## config.mk

```make
export PLATFORM = sky130hd
export DESIGN_NAME = bvoe_queue
export DESIGN_NICKNAME = d
export VERILOG_FILES = /design/src/sv/bvoe_pkg.sv /design/src/sv/bvoe_queue.sv
export SDC_FILE = /design/constraint.sdc
export NUM_CORES = 1
export LEC_CHECK = 0
export BUFFER_PORTS_ARGS = -buffer_cell sky130_fd_sc_hd__buf_4
export CAP_MARGIN = 20
export CORE_ASPECT_RATIO = 1.75
export CORE_MARGIN = 8
export CORE_UTILIZATION = 42
export CTS_CLUSTER_DIAMETER = 40
export DETAILED_ROUTE_END_ITERATION = 10
export GPL_ROUTABILITY_DRIVEN = 0
export GPL_TIMING_DRIVEN = 0
export SYNTH_ARGS = -nofsm -noshare
export SYNTH_HDL_FRONTEND = slang
export SYNTH_SLANG_ARGS = --single-unit
```

## constraint.sdc

```tcl
create_clock -name clk_i -period 2.02 [get_ports clk_i]
set_input_delay 0.404 -clock clk_i [delete_from_list [all_inputs] [get_ports clk_i]]
set_output_delay 0.404 -clock clk_i [all_outputs]
set_load 0.05 [all_outputs]
```

## src/sv/bvoe_pkg.sv

```systemverilog
package bvoe_pkg;

  // Field widths of the request and response transactions
  localparam int VTX_W  = 7;
  localparam int MODE_W = 2;

  // Configuration port
  localparam int APB_DW  = 32;
  localparam int PADDR_W = 3;

  // Register map (word index taken from paddr[PADDR_W-1:2])
  localparam logic [PADDR_W-3:0] REG_VERTEX_COUNT = '0;

  localparam logic [VTX_W-1:0] VERTEX_COUNT_RST = 7'd64;

  // Request opcodes
  typedef enum logic [MODE_W-1:0] {
    MODE_ADD_EDGE = 2'd0,
    MODE_CLEAR    = 2'd1,
    MODE_TRAVERSE = 2'd2
  } mode_e;

endpackage

```

## src/sv/bvoe_queue.sv

```systemverilog
// BFS work queue: RAM with head/tail pointers, registered pop data.
// Entries are only read after being written within the same traversal.
module bvoe_queue import bvoe_pkg::*; #(
  parameter int MAX_VERTICES = 64,
  localparam int IDX_W = $clog2(MAX_VERTICES),
  localparam int CNT_W = $clog2(MAX_VERTICES + 1)
) (
  input  logic             clk_i,
  input  logic             rst_ni,
  input  logic             clr_i,
  input  logic             push_i,
  input  logic [VTX_W-1:0] push_data_i,
  input  logic             pop_i,
  output logic [VTX_W-1:0] pop_data_o,
  output logic             empty_o
);

  logic [VTX_W-1:0] mem [MAX_VERTICES];
  logic [VTX_W-1:0] pop_data_q;
  logic [CNT_W-1:0] head_q, head_d;
  logic [CNT_W-1:0] tail_q, tail_d;
  logic [CNT_W-1:0] wr_ptr;

  // A clear with a push restarts the queue holding one entry
  always_comb begin
    wr_ptr = clr_i ? '0 : tail_q;
    head_d = head_q;
    tail_d = tail_q;
    if (clr_i) begin
      head_d = '0;
      tail_d = push_i ? CNT_W'(1) : '0;
    end else begin
      if (push_i) tail_d = tail_q + CNT_W'(1);
      if (pop_i)  head_d = head_q + CNT_W'(1);
    end
  end

  always_ff @(posedge clk_i) begin
    if (push_i) begin
      mem[wr_ptr[IDX_W-1:0]] <= push_data_i;
    end
    if (pop_i) begin
      pop_data_q <= mem[head_q[IDX_W-1:0]];
    end
  end

  always_ff @(posedge clk_i or negedge rst_ni) begin
    if (!rst_ni) begin
      head_q <= '0;
      tail_q <= '0;
    end else begin
      head_q <= head_d;
      tail_q <= tail_d;
    end
  end

  assign pop_data_o = pop_data_q;
  assign empty_o    = (head_q == tail_q);

endmodule

```

==> flow_metrics.py <==
metrics = {
    "pwr": {
        "p_comb_frac": 0.082,
        "swShare": 0.213,
        "leakagePower_nw": 6.74,
        "ir_drop_v": 0.000662,
        "p_seq_frac": 0.522,
        "p_per_area_nw_per_um2": 931,
        "p_int_w": 0.0162,
        "p_switching_w": 0.00438,
        "clkPwrFrac": 0.396,
    },
    "clock_tree": {
        "cts_max_path_buffers": 3,
        "cts.sinks": 469,
        "numCtsBuffers": 40,
        "path_clk_slew_ns": 0.07,
        "cts_tree": "yes",
        "cts-htree-levels": 2,
        "insertion_delay_ns": 0.54,
        "clockRootBuffer": "clkbuf_16",
    },
    "die": {
        "row_count": 102,
        "die_h_um": 294,
        "io-pin-count": 20,
        "die_x_um": 175,
        "initial_utilization": 0.423,
        "core-area_um2": 44000,
        "dieArea_um2": 51600,
    },
    "yosys": {
        "synth_area_um2": 18600,
        "synth.distinct_cells": 34,
        "synth_top_family_by_area": "multiplexers",
        "synth-compound-area-share": 0.0259,
        "async_reset_ff_frac": 0.0299,
        "synth-simple-area-share": 0.0511,
        "ys_seq_elements": 469,
        "synth.most_common_cell": "edfxtp_1",
        "yosys-top-cells-area": "edfxtp_1 73%, mux4_2 11%, mux2i_1 3.1%",
        "synthFlopType": "edfxtp_1",
        "synth_fp_nets": 989,
        "synth_top_area_share": 0.734,
        "synth_cells": 975,
        "muxShareOfSynthArea": 0.141,
        "syn_area_per_cell_um2": 19.1,
        "synth-xor-area-share": 0.00753,
        "synth-adder-area-share": 0.00134,
        "synth_edf_count": 455,
        "yosys-top-cells-count": "455 x edfxtp_1, 102 x nor2_1, 91 x mux4_2, 58 x mux2i_1, 39 x nand2_1",
        "yosysTopAreaCell": "edfxtp_1",
        "seq_area_frac_synth": 0.753,
        "yosysWarnings": 0,
    },
    "outcome": {
        "status": "finished, violations left",
        "violations": "negative setup slack",
    },
    "critical_path": {
        "slowest_delay_ns": 0.43,
        "cp.arrival_ns": 2.89,
        "rrSetupSlack_ns": -0.61,
        "required_ns": 2.29,
        "cpMostUsedCell": "buf_12",
        "cpMaxStageDelayCell": "mux4_2",
        "crit_chain": "buf_6 -> buf_12 -> buf_4 -> buf_12 -> buf_12 -> buf_4 -> mux4_2 -> nand3b_1 -> nand4_1 -> o31ai_2 -> o31ai_1",
        "cp-start-kind": "register",
        "crit_fanout": 8,
        "crit_type": "reg -> reg",
        "worst_setup_path_end_kind": "register",
    },
    "place": {
        "dp_slack_ns": -0.811,
        "place_hpwl_um": 28600,
        "dpl.cell_count": 1567,
        "io_buffers": 18,
    },
    "timing": {
        "timing.final.crit_share": 1.30,
        "timing.final.ws_setup_ns": -0.606,
        "finalSetupTns_ns": -41.82,
        "finalMaxSlewViolations": 0,
        "worst_pin_slew_ns": 0.772,
        "skew_ns": 0.0165,
        "hold_viol": 0,
        "period_minus_slack_ns": 2.63,
        "max_clock_freq_ghz": 0.381,
        "setup_viol": 156,
        "grt_setup_unrepaired": "yes",
        "relSlewSlack": 0.485,
    },
    "global_route": {
        "grt_overflow": 0,
        "track_usage": 0.168,
        "grt_max_degree": 65,
        "grt_pass1_wl_um": 64100,
        "antenna_found_initial": 0,
        "first_global_vias": 9936,
    },
    "layout": {
        "drive_gt1_frac": 0.332,
        "final_cell_count_no_fill": 1672,
        "n_antenna_cell": 0,
        "nets": 1084,
        "area_growth_pct": 18.9,
    },
    "routing": {
        "drtAntennaViolNets": 0,
        "avgViaCountPerCell": 5.54,
        "drt_pass1_iterations": 5,
        "wl_per_cell_um": 25.8,
        "vias": 9265,
        "drcViolationCount": 0,
        "drt-initial-drc-count": 717,
        "routed_wl_um": 43100,
    },
    "worst_hold_path": {
        "hp-class": "in -> reg",
    },
    "job": {
        "max_cap_viol_count": 0,
    },
}
[kinds of logic after synthesis]
logic type               count (synthesis)
flip-flops                             469
AND/OR/NAND/NOR                        213
XOR/XNOR                                16
AO/OA/AOI/OAI                           70
multiplexers                           149
buffers and inverters                   56
adder cells (fa/ha/maj)                  2
[critical path: cells and delay by family (launching register included)]
family	cells	cell delay [ns]
simple gates	2	0.36
compound gates	2	0.32
flops	1	0.42
mux	1	0.43
buf+inv	6	0.81
[repair_timing]
item | 4_1_cts | 5_1_grt
endpoints found under the hold margin | 14 | 0
buffers inserted | 21 | 13
endpoints found under the setup margin | 457 | 396
pin swaps | 10 | 9
hold buffers | 1 | 0
resized for setup | 193 | 43
[state kept, by name (all words and copies together), names as in the netlist]
signal      count
mem           448
head_q          7
pop_data_o      7
tail_q          7
[power by group through the flow]
stage	combinational (W)	sequential, W	clock (W)
2_1_floorplan	0.000832	0.0110	0
3_3_place_gp	0.00140	0.0110	0
3_5_place_dp	0.00143	0.0110	0
4_1_cts	0.00161	0.0108	0.00831
5_1_grt	0.00178	0.0108	0.00864
6_report	0.00168	0.0108	0.00816
[per-layer routing]
metal / GRT usage / vias up / share of wire
met1: 0.190 / 4798 / 0.37
met4: 0.0853 / 0 / 0.055
met2: 0.309 / 254 / 0.54
met5: 0 / - / 0
met3: 0.0195 / 101 / 0.035
li1: - / 4112 / -
[stage by stage]
step / total power (W) / util / area, um2 / hold WS (ns)
2_1_floorplan: 0.0118 / - / 18700 / 0.108
3_3_place_gp: 0.0124 / 0.443 / 19500 / 0.273
3_5_place_dp: 0.0124 / 0.444 / 19500 / 0.272
4_1_cts: 0.0207 / 0.496 / 21800 / 0.106
5_1_grt: 0.0212 / 0.502 / 22100 / 0.120
6_report: 0.0206 / 0.502 / 22100 / 0.134
[cell usage in the layout (no fill, tap or decap), types with 6 or more instances in the layout]
master and n:
a211o_1 7, a21oi_1 9, a22oi_1 12, a31oi_1 7
buf_12 20, buf_4 50, buf_6 8, bufinv_16 8
clkbuf_1 17, clkbuf_16 41, clkbuf_2 6, clkinv_2 6
dfrtp_1 9, edfxtp_1 455, mux2i_1 47, mux2i_2 6
mux4_2 91, nand2_1 30, nand3_1 9, nand3b_1 8
nand4_1 12, nor2_1 37, nor2_2 12, nor2_4 53
nor3_1 16, o22ai_1 7, o31ai_1 13, o31ai_2 8
xor2_1 10
[path summary, 6_finish.rpt]
kind	depth (start not counted)	startpoint	endpoint
max	11	head_q[0]	pop_data_o[1]
min	1	pop_i	pop_data_o[6]
max reg2reg	11	head_q[0]	pop_data_o[1]
min reg2reg	2	head_q[6]	head_q[6]
max in group asynchronous	2	rst_ni	tail_q[5]
min in group asynchronous	2	rst_ni	head_q[0]
[area by class of cell]
type / instances / area (um2)
clock buffers: 47 / 1050
well taps: 572 / 716
clock inverters: 25 / 340
fillers: 3536 / 21900
repair buffers: 55 / 502
plain buffers: 53 / 556
inverters: 1 / 3.75
flip-flops and latches: 469 / 14000
multi-input cells: 450 / 4940
Power figures use the tool's default switching activity.
